===== config.mk =====
export PLATFORM = sky130hd
export DESIGN_NAME = pcbp_ram
export DESIGN_NICKNAME = d
export VERILOG_FILES = /design/src/rtl/prefix_code_bit_packer_top_macros.svh /design/src/rtl/pcbp_ram.sv
export SDC_FILE = /design/constraint.sdc
export NUM_CORES = 1
export LEC_CHECK = 0
export ABC_AREA = 0
export ABC_CLOCK_PERIOD_IN_PS = 3750
export BUFFER_PORTS_ARGS = -buffer_cell sky130_fd_sc_hd__buf_2
export CORE_AREA = 4 4 95 97
export DETAILED_ROUTE_END_ITERATION = 8
export DIE_AREA = 0 0 99 101
export HOLD_SLACK_MARGIN = 0.15
export PLACE_DENSITY = 0.83
export SYNTH_ARGS = -nofsm -noshare
export SYNTH_HDL_FRONTEND = slang
export SYNTH_SLANG_ARGS = --single-unit

===== constraint.sdc =====
create_clock -name clk -period 3.75 [get_ports clk]
set_input_delay 0 -clock clk [delete_from_list [all_inputs] [get_ports clk]]
set_output_delay 0 -clock clk [all_outputs]
set_load 0.005 [all_outputs]

===== src/rtl/prefix_code_bit_packer_top_macros.svh =====
// ----------------------------------------------------------------------------
// prefix code bit packer assertion macros
// concurrent assertion helpers used by the top level rtl file
// ----------------------------------------------------------------------------
`ifndef PREFIX_CODE_BIT_PACKER_TOP_MACROS_SVH
`define PREFIX_CODE_BIT_PACKER_TOP_MACROS_SVH

// clocked check, disabled while reset is held
`define PCBP_ASSERT(lbl, clk, rst_n, prop, msg) \
  lbl: assert property (@(posedge clk) disable iff (!rst_n) prop) else $error(msg);

// clocked check that also holds during reset
`define PCBP_ASSERT_ALWAYS(lbl, clk, prop, msg) \
  lbl: assert property (@(posedge clk) prop) else $error(msg);

`endif


===== src/rtl/pcbp_ram.sv =====
// ----------------------------------------------------------------------------
// pcbp_ram
// generic single write, single read ram with registered read data
// ----------------------------------------------------------------------------
`timescale 1ns / 1ps

module pcbp_ram #(
  parameter int WIDTH  = 8,
  parameter int DEPTH  = 16,
  parameter int ADDR_W = $clog2(DEPTH)
) (
  input  logic              clk,
  input  logic              wr_en,
  input  logic [ADDR_W-1:0] wr_addr,
  input  logic [WIDTH-1:0]  wr_data,
  input  logic              rd_en,
  input  logic [ADDR_W-1:0] rd_addr,
  output logic [WIDTH-1:0]  rd_data
);

  logic [WIDTH-1:0] mem_r [DEPTH];
  logic [WIDTH-1:0] rd_data_r;

  always_ff @(posedge clk) begin
    if (wr_en) begin
      mem_r[wr_addr] <= wr_data;
    end
    if (rd_en) begin
      rd_data_r <= mem_r[rd_addr];
    end
  end

  assign rd_data = rd_data_r;

endmodule


==> impl_metrics.ini <==
[route]
drtAntennaViolNets = 0
drt_wl_total_mm = 10.2
viasPerCell = 6.43
vias = 2580
first_pass_iters = 5
dr.first_iter.drc_count = 246
wl_per_cell_microns = 25.4
drc = 0

[logic_synthesis]
synth_nets = 248
syn_inst = 229
syn_area_sq_um = 5230
synth-seq-cells = 136
seq_area_frac_synth_pct = 78.1
synth.avg_cell_area_sq_um = 22.8
ys_warn_count = 0
synthDistinctLibCells = 18

[critical_path]
endpoint_kind = register
crit_arrival_ns = 2.12
worstPathMaxFanout = 8
worstPathRequired_ns = 3.96
cp-start-kind = input port
reg2reg_depth = 3
worst-setup-path-type = in2reg

[timing]
rsz0062_at_grt = no
setup_viol = 0
finalMaxSlewViolations = 0
hold-worst-slack_ns = 0.164
fmax_mhz = 522
setup_tns_ns = 0
slew_headroom_pct = 32.9
worstMarginPinSlew_ns = 1.00
worst_clock_skew_ns = 0.00717
finalCriticalPeriod_ns = 1.91
hold_viol_final = 0
period_share_pct = 51.0

[die]
core_sq_um = 8130
die_h_microns = 101
num_io_pins = 27
die_area_sq_um = 10000
row_count = 33
die_w_microns = 99
start_util_pct = 64.3

[finish]
final_cells = 401
fin_nets = 302
nFillCells = 416
syn2layout_area_growth_pct = 16.6
layout-drive-gt1-share_pct = 24.7
antenna_cells = 0
postLayoutCellArea_sq_um = 6090
utilization_pct = 74.9

[place]
port_buffers = 26
dp_cells = 354
gp_congestion = 0.749
post-dp-hpwl_mm = 5.77
place_area_sq_um = 5430

[clock_tree]
clock-sinks = 136
cts_resized = 0
clkLatencyLatePin_ns = 0.51
cts_hold_buffers = 15
cts-root-buf = clkbuf_8
numCtsBuffers = 17
clk_pin_slew_worst_paths_ns = 0.06
htree_levels = 4
postCtsSetupBuffers = 0
cts_tree = done
cts_max_path_buffers = 2

[status]
status = finished, final reports clean

[power]
cellLeakagePower_nw = 2.04
p_per_area_nw_per_um2 = 543
peakVddDrop_mv = 0.434

[global_routing]
globalRouteTotalUtil_pct = 22.5
gr-total-overflow = 0
antenna_found_initial = 0
grt_max_degree = 33
grt_pass1_wl_mm = 15.8
grt_pass1_vias = 2657

[hold_path]
hold_depth = 3
hold_path_class = in2reg

[flow_run]
drv_cap = 0
## cell usage after synthesis
| library cell | n | area (sq um) |
|---|---|---|
| a22oi_1 | 16 | 120 |
| and2_1 | 1 | 6.26 |
| and2b_1 | 1 | 7.51 |
| buf_2 | 3 | 15.0 |
| buf_4 | 1 | 7.51 |
| buf_6 | 3 | 33.8 |
| clkdlybuf4s25_2 | 3 | 30.0 |
| edfxtp_1 | 136 | 4080 |
| mux4_1 | 14 | 368 |
| mux4_2 | 18 | 405 |
| nand2_1 | 9 | 33.8 |
| nand2b_1 | 2 | 12.5 |
| nand3_1 | 1 | 5.00 |
| nand3b_1 | 2 | 15.0 |
| nor2_1 | 13 | 48.8 |
| nor2b_1 | 1 | 6.26 |
| nor3_1 | 4 | 20.0 |
| or3b_2 | 1 | 8.76 |
## layout make-up
cell class              instances  area [sq um]  share of cell area (%)
repair buffers                 45           310                    5.09
multi-input cells              83          1060                    17.3
well taps                     105           131                    2.16
clock buffers                  21           429                    7.04
clock inverters                11          82.6                    1.35
flip-flops and latches        136          4080                    67.0
## worst max-delay path, cell delays in order
cell and delay (ns):
dlygate4sd3_1 0.53, buf_2 0.14, or3b_2 0.51, dlygate4sd3_1 0.58, nor3_1 0.14, buf_4 0.22
## where the power goes
group	switching, W	internal [W]	total, W
clock network	0.000564	0.000863	0.00143
logic	0.0000865	0.0000691	0.000156
registers	0.0000113	0.00171	0.00173
## stage by stage
step | total power [W] | worst slack, ns
after CTS | 0.00332 | 1.86
after detailed placement | 0.00190 | 1.66
after floorplan | 0.00184 | 2.26
after global placement | 0.00189 | 1.69
final | 0.00331 | 1.84
after global routing | 0.00341 | 1.74
## path summary, 6_finish.rpt
path	to	from	slack (ns)
max	mem_r[0][4]	wr_addr[2]	1.84
max reg2reg	rd_data[6]	mem_r[3][6]	2.24
min	mem_r[14][5]	wr_en	0.16
min reg2reg	rd_data[1]	mem_r[15][1]	0.76
## cell families (layout without fill, tap and decap cells)
family	after synthesis	count (layout)	synth area share, %
flops	136	136	78.1
buf+inv	10	77	1.65
simple gates	35	35	3.14
mux	32	32	14.8
compound gates	16	16	2.30
## layer usage
metal	vias up	global-route usage (%)	part of all wire (%)
met5	-	0	0
met4	0	8.19	2.0
met3	16	6.30	8.2
met2	146	35.6	52
met1	1327	30.7	38
li1	1091	-	-
## state kept, by name, indices dropped and copies added, names as in the netlist
register  count
mem_r       128
rd_data       8
## cells in the final DEF (no fill, tap or decap), drive strengths merged
cell type,synthesis,routed
or3b,1,1
and2,1,1
edfxtp,136,136
nor2,13,13
bufinv,0,1
nand2b,2,2
dlygate4sd3,0,15
nor3,4,4
a22oi,16,16
nor2b,1,1
mux4,32,32
and2b,1,1
clkinv,0,7
buf,7,30
clkinvlp,0,3
nand3b,2,2
nand3,1,1
nand2,9,9
clkbuf,0,21
(Power assumes the default switching activity.)
