**src/rtl/prefix_code_bit_packer_top_macros.svh**
```systemverilog
// ----------------------------------------------------------------------------
// prefix code bit packer assertion macros
// concurrent assertion helpers used by the top level rtl file
// ----------------------------------------------------------------------------
`ifndef PREFIX_CODE_BIT_PACKER_TOP_MACROS_SVH
`define PREFIX_CODE_BIT_PACKER_TOP_MACROS_SVH

// clocked check, disabled while reset is held
`define PCBP_ASSERT(lbl, clk, rst_n, prop, msg) \
  lbl: assert property (@(posedge clk) disable iff (!rst_n) prop) else $error(msg);

// clocked check that also holds during reset
`define PCBP_ASSERT_ALWAYS(lbl, clk, prop, msg) \
  lbl: assert property (@(posedge clk) prop) else $error(msg);

`endif

```
**src/rtl/pcbp_pkg.sv**
```systemverilog
// ----------------------------------------------------------------------------
// pcbp_pkg
// shared types and constants of the prefix code bit packer
// ----------------------------------------------------------------------------
`timescale 1ns / 1ps

package pcbp_pkg;

  localparam int WORD_BITS = 16;
  localparam int CODE_W    = 32;
  localparam int LEN_IN_W  = 6;
  localparam int SYM_W     = 8;

  // request op codes
  localparam logic [1:0] OP_LOAD   = 2'd0;
  localparam logic [1:0] OP_ENCODE = 2'd1;
  localparam logic [1:0] OP_FLUSH  = 2'd2;

  // result kinds
  localparam logic KIND_DATA  = 1'b0;
  localparam logic KIND_ERROR = 1'b1;

  typedef logic [WORD_BITS-1:0] word_t;

  typedef struct packed {
    word_t word;
    logic  kind;
    logic  last;
  } res_t;

  // up to two results produced by one request
  typedef struct packed {
    logic [1:0] cnt;
    res_t       r0;
    res_t       r1;
  } res_pair_t;

  // control of the request in the lookup stage
  typedef struct packed {
    logic [1:0] op;
    logic       hit;
  } item_ctl_t;

endpackage

```
**src/rtl/pcbp_if.sv**
```systemverilog


interface pcbp_out_if;
  import pcbp_pkg::*;

  logic                 valid;
  logic                 ready;
  logic [WORD_BITS-1:0] out_word;
  logic                 kind;
  logic                 last;

  modport source (output valid, out_word, kind, last, input ready);
  modport sink   (input valid, out_word, kind, last, output ready);
endinterface

```
**src/rtl/pcbp_out_buf.sv**
```systemverilog
// ----------------------------------------------------------------------------
// pcbp_out_buf
// two entry buffer driving the result channel one word a cycle while ready
// ----------------------------------------------------------------------------
`timescale 1ns / 1ps

module pcbp_out_buf (
  input  logic                clk,
  input  logic                rst_n,
  input  logic                push,
  input  pcbp_pkg::res_pair_t pair,
  output logic                buf_free,
  pcbp_out_if.source          out_if
);
  import pcbp_pkg::*;

  res_t       e0_r, e0_nxt;
  res_t       e1_r, e1_nxt;
  logic [1:0] cnt_r, cnt_nxt;
  logic       pop;

  assign pop      = out_if.valid && out_if.ready;
  assign buf_free = (cnt_r == 2'd0) || ((cnt_r == 2'd1) && pop);

  always_comb begin
    e0_nxt  = e0_r;
    e1_nxt  = e1_r;
    cnt_nxt = cnt_r;
    if (push) begin
      e0_nxt  = pair.r0;
      e1_nxt  = pair.r1;
      cnt_nxt = pair.cnt;
    end else if (pop) begin
      e0_nxt  = e1_r;
      cnt_nxt = cnt_r - 2'd1;
    end
  end

  always_ff @(posedge clk) begin
    if (!rst_n) begin
      cnt_r <= 2'd0;
    end else begin
      cnt_r <= cnt_nxt;
    end
  end

  always_ff @(posedge clk) begin
    e0_r <= e0_nxt;
    e1_r <= e1_nxt;
  end

  assign out_if.valid    = (cnt_r != 2'd0);
  assign out_if.out_word = e0_r.word;
  assign out_if.kind     = e0_r.kind;
  assign out_if.last     = e0_r.last;

endmodule

```
**src/flat_wrapper.sv**
```systemverilog
// flat-port wrapper written by rule: the top's interface ports become plain ports
module pcbp_out_buf_flat import pcbp_pkg::*;
  (clk, rst_n, push, pair, buf_free, out_if_valid, out_if_out_word, out_if_kind, out_if_last, out_if_ready);
  pcbp_out_if out_if_i ();
  input  logic clk;
  input  logic rst_n;
  input  logic push;
  input  pcbp_pkg::res_pair_t pair;
  output logic buf_free;
  output wire logic [$bits(out_if_i.valid)-1:0] out_if_valid;
  output wire logic [$bits(out_if_i.out_word)-1:0] out_if_out_word;
  output wire logic [$bits(out_if_i.kind)-1:0] out_if_kind;
  output wire logic [$bits(out_if_i.last)-1:0] out_if_last;
  input wire logic [$bits(out_if_i.ready)-1:0] out_if_ready;
  assign out_if_valid = out_if_i.valid;
  assign out_if_out_word = out_if_i.out_word;
  assign out_if_kind = out_if_i.kind;
  assign out_if_last = out_if_i.last;
  assign out_if_i.ready = out_if_ready;
  pcbp_out_buf u_core (.clk(clk), .rst_n(rst_n), .push(push), .pair(pair), .buf_free(buf_free), .out_if(out_if_i));
endmodule
```
**config.mk**
```make
export PLATFORM = sky130hd
export DESIGN_NAME = pcbp_out_buf_flat
export DESIGN_NICKNAME = d
export VERILOG_FILES = /design/src/rtl/prefix_code_bit_packer_top_macros.svh /design/src/rtl/pcbp_pkg.sv /design/src/rtl/pcbp_if.sv /design/src/rtl/pcbp_out_buf.sv /design/src/flat_wrapper.sv
export SDC_FILE = /design/constraint.sdc
export NUM_CORES = 1
export LEC_CHECK = 0
export BUFFER_PORTS_ARGS = -buffer_cell sky130_fd_sc_hd__buf_4
export CORE_MARGIN = 2
export CORE_UTILIZATION = 46
export DETAILED_ROUTE_END_ITERATION = 10
export GPL_TIMING_DRIVEN = 0
export HOLD_SLACK_MARGIN = 0.03
export PLACE_DENSITY = 0.86
export SYNTH_ARGS = -nofsm -noshare
export SYNTH_HDL_FRONTEND = slang
export SYNTH_SLANG_ARGS = --single-unit
```
**constraint.sdc**
```tcl
create_clock -name clk -period 1.85 [get_ports clk]
set_input_delay 0.0925 -clock clk [delete_from_list [all_inputs] [get_ports clk]]
set_output_delay 0.0925 -clock clk [all_outputs]
set_load 0.005 [all_outputs]
```
==> impl_metrics.env <==
export IMPL_status="finished clean"
export IMPL_via_per_inst=4.64
export IMPL_dr_first_iter_drc_count=23
export IMPL_worst_setup_path_type="register to register"
export IMPL_synth_seq_cells=38
export IMPL_power_density_nw_per_um2=868
export IMPL_finalCritPeriodShare_pct=85.3
export IMPL_placementRows=20
export IMPL_r2r_start="u_core.cnt_r[0]"
export IMPL_met1_usage_pct=16.3
export IMPL_total_power_mw=2.02
export IMPL_die_h_um=60.3
export IMPL_core_um2=3030
export IMPL_grt_antenna_before_repair=0
export IMPL_finalHoldViolations=0
export IMPL_multiInputGateArea_um2=300
export IMPL_clk_insertion_delay_late_ns=0.34
export IMPL_cts_tree="done"
export IMPL_firstDrtPassIters=4
export IMPL_rsz0062_at_grt="no"
export IMPL_critPathCaptureType="register"
export IMPL_syn_to_final_growth_pct=59.9
export IMPL_cap_violations=0
export IMPL_final_min_clock_period_ns=1.58
export IMPL_routabilityCongestion=0.713
export IMPL_syn_area_um2=1460
export IMPL_diodes=0
export IMPL_routed_wirelength_mm=3.28
export IMPL_start_util_pct=48.2
export IMPL_synth_net_count=119
export IMPL_grt_pass1_vias=1037
export IMPL_postRouteAntennaNets=0
export IMPL_cts_num_sinks=38
export IMPL_rr_endpoint="u_core.out_if.out_word[7]"
export IMPL_ff2ff_setup_slack_ns=0.27
export IMPL_die_x_um=60.3
export IMPL_grt_use_total_pct=18.1
export IMPL_io_buffers=61
export IMPL_grt_util_met2_pct=34.3
export IMPL_yosysWarnings=0
export IMPL_drc=0
export IMPL_dieArea_um2=3640
export IMPL_syn_inst=75
export IMPL_tightestPinTransition_ns=0.429
export IMPL_clk_pin_slew_ns=0.12
export IMPL_hold_start="pair[25]"
export IMPL_synth_seq_area_share_pct=76.8
export IMPL_setup_tns_ns=0
export IMPL_min_path_type="input port to register"
export IMPL_drive_gt1_share_pct=52.9
export IMPL_routedWlPerCell_um=15.3
export IMPL_yosys_cell_types_count=15
export IMPL_power_leakage_nw=0.965
export IMPL_syn_area_per_cell_um2=19.5
export IMPL_dpl_hpwl_mm=2.01
export IMPL_arrival_ns=1.57
export IMPL_htreeDepth=2
export IMPL_fin_nets=213
export IMPL_fillCellCount=189
export IMPL_gr_total_overflow=0
export IMPL_numCtsBuffers=5
export IMPL_vias=994
export IMPL_startpoint_type="register"
export IMPL_path_max_fanout=18
export IMPL_grt_start_max_net_pins=22
export IMPL_rr_worst_depth=4
export IMPL_slew_violations=0
export IMPL_gr_usage_met3_pct=6.49
export IMPL_post_cts_setup_buffer_count=0
export IMPL_vdd_drop_max_mv=0.514
export IMPL_max_freq_mhz=634
export IMPL_min_path_cells=2
export IMPL_ios=62
export IMPL_setup_viol=0
export IMPL_clock_skew_ns=0.0139
export IMPL_crit_required_ns=1.84
export IMPL_cts_root_buf="clkbuf_4"
export IMPL_grt_busiest_layer="met2"
export IMPL_hold_path_end="u_core.out_if.out_word[5]"
export IMPL_grt_first_pass_wirelength_mm=4.48
export IMPL_seqCellArea_um2=1120
export IMPL_relSlewSlack_pct=71.4
export IMPL_cts_buffer_depth=2
cells in the final DEF (no fill, tap or decap):
cell / netlist / routed
dlygate4sd3_1: 0 / 26
edfxtp_1: 36 / 36
buf_6: 2 / 2
a21oi_1: 1 / 1
ha_1: 2 / 2
xnor2_1: 1 / 1
o21ai_0: 1 / 1
inv_1: 4 / 4
a21boi_1: 1 / 1
nor2b_4: 1 / 1
bufinv_16: 0 / 2
mux2_2: 18 / 18
o211ai_1: 1 / 1
clkinv_1: 0 / 1
nand3b_1: 1 / 1
nand2_1: 3 / 3
clkbuf_4: 0 / 5
dfxtp_1: 2 / 2
buf_4: 0 / 61
or2_2: 0 / 1
cell usage after synthesis:
master	instances	area, µm²
or2_1	1	6.26
nand2_1	3	11.3
edfxtp_1	36	1080
buf_6	2	22.5
mux2_2	18	203
dfxtp_1	2	40.0
nand3b_1	1	7.51
a21oi_1	1	5.00
o21ai_0	1	5.00
xnor2_1	1	8.76
inv_1	4	15.0
nor2b_4	1	13.8
a21boi_1	1	7.51
ha_1	2	25.0
o211ai_1	1	7.51
metrics by stage:
| step | worst slack [ns] | util, % | hold slack [ns] | area [µm²] | cells |
|---|---|---|---|---|---|
| final | 0.272 | 77.1 | 0.0414 | 2330 | 214 |
| after global routing | 0.170 | 77.1 | 0.0353 | 2330 | 214 |
| after CTS | 0.0119 | 74.8 | 0.0359 | 2260 | 207 |
| after detailed placement | 0.0264 | 65.1 | 0.272 | 1970 | 180 |
| after global placement | 0.0946 | 65.1 | 0.271 | 1970 | 180 |
| after floorplan | 0.257 | - | 0.191 | 1460 | 75 |
where the power goes:
| group | internal (mW) | switching (mW) | leakage [nW] |
|---|---|---|---|
| sequential | 1.03 | 0.0223 | 0.372 |
| clock | 0.416 | 0.268 | 0.0528 |
| combinational | 0.189 | 0.0993 | 0.540 |
routing by layer:
metal  wire [µm]  up-vias
met1        1110      475
met3         115       12
met2        1920       34
li1            -      473
met5           0        -
met4         132        0
area by class of cell:
class / count / share of cell area, %
Timing Repair Buffer: 87 / 30.8
Clock inverter: 3 / 2.73
Clock buffer: 5 / 1.61
Buffer: 2 / 0.965
Multi-Input combinational cell: 31 / 12.9
Tap cell: 44 / 2.36
Sequential cell: 38 / 48.0
Inverter: 4 / 0.643
logic make-up (layout without fill, tap and decap cells):
| kind of cell | count (synthesis) | after routing | synth area share [%] |
|---|---|---|---|
| AND/OR/NAND/NOR | 6 | 6 | 2.66 |
| multiplexers | 18 | 18 | 13.9 |
| buffers and inverters | 6 | 101 | 2.57 |
| flip-flops | 38 | 38 | 76.8 |
| XOR/XNOR | 1 | 1 | 0.600 |
| adder cells (fa/ha/maj) | 2 | 2 | 1.71 |
| AO/OA/AOI/OAI | 4 | 4 | 1.71 |
worst max-delay path by stage:
stage | startpoint | end | slack (ns)
after global placement | u_core.cnt_r[0] | u_core.out_if.out_word[10] | 0.09
after CTS | u_core.cnt_r[0] | u_core.out_if.out_word[12] | 0.01
after global routing | u_core.cnt_r[0] | u_core.out_if.out_word[13] | 0.17
final | u_core.cnt_r[0] | u_core.out_if.out_word[7] | 0.27
after detailed placement | u_core.cnt_r[0] | u_core.out_if.out_word[12] | 0.03
after floorplan | u_core.cnt_r[0] | u_core.out_if.kind | 0.26
state kept, by name, summed over array words and instances, names as in the netlist:
name	count
u_core.cnt_r	2
u_core.e1_r	18
u_core.out_if.kind	1
u_core.out_if.last	1
u_core.out_if.out_word	16
critical path: stages (launching register included):
cell and delay (ns):
dfxtp_1 0.39, inv_1 0.06, ha_1 0.24, nor2b_4 0.14, or2_2 0.40
what timing repair did:
action | 4_1_cts | 5_1_grt
resized for setup | 0 | 1
endpoints found under the hold margin | 20 | 7
setup endpoints to repair | 0 | 18
hold buffers | 19 | 7
(Power assumes the default switching activity.)
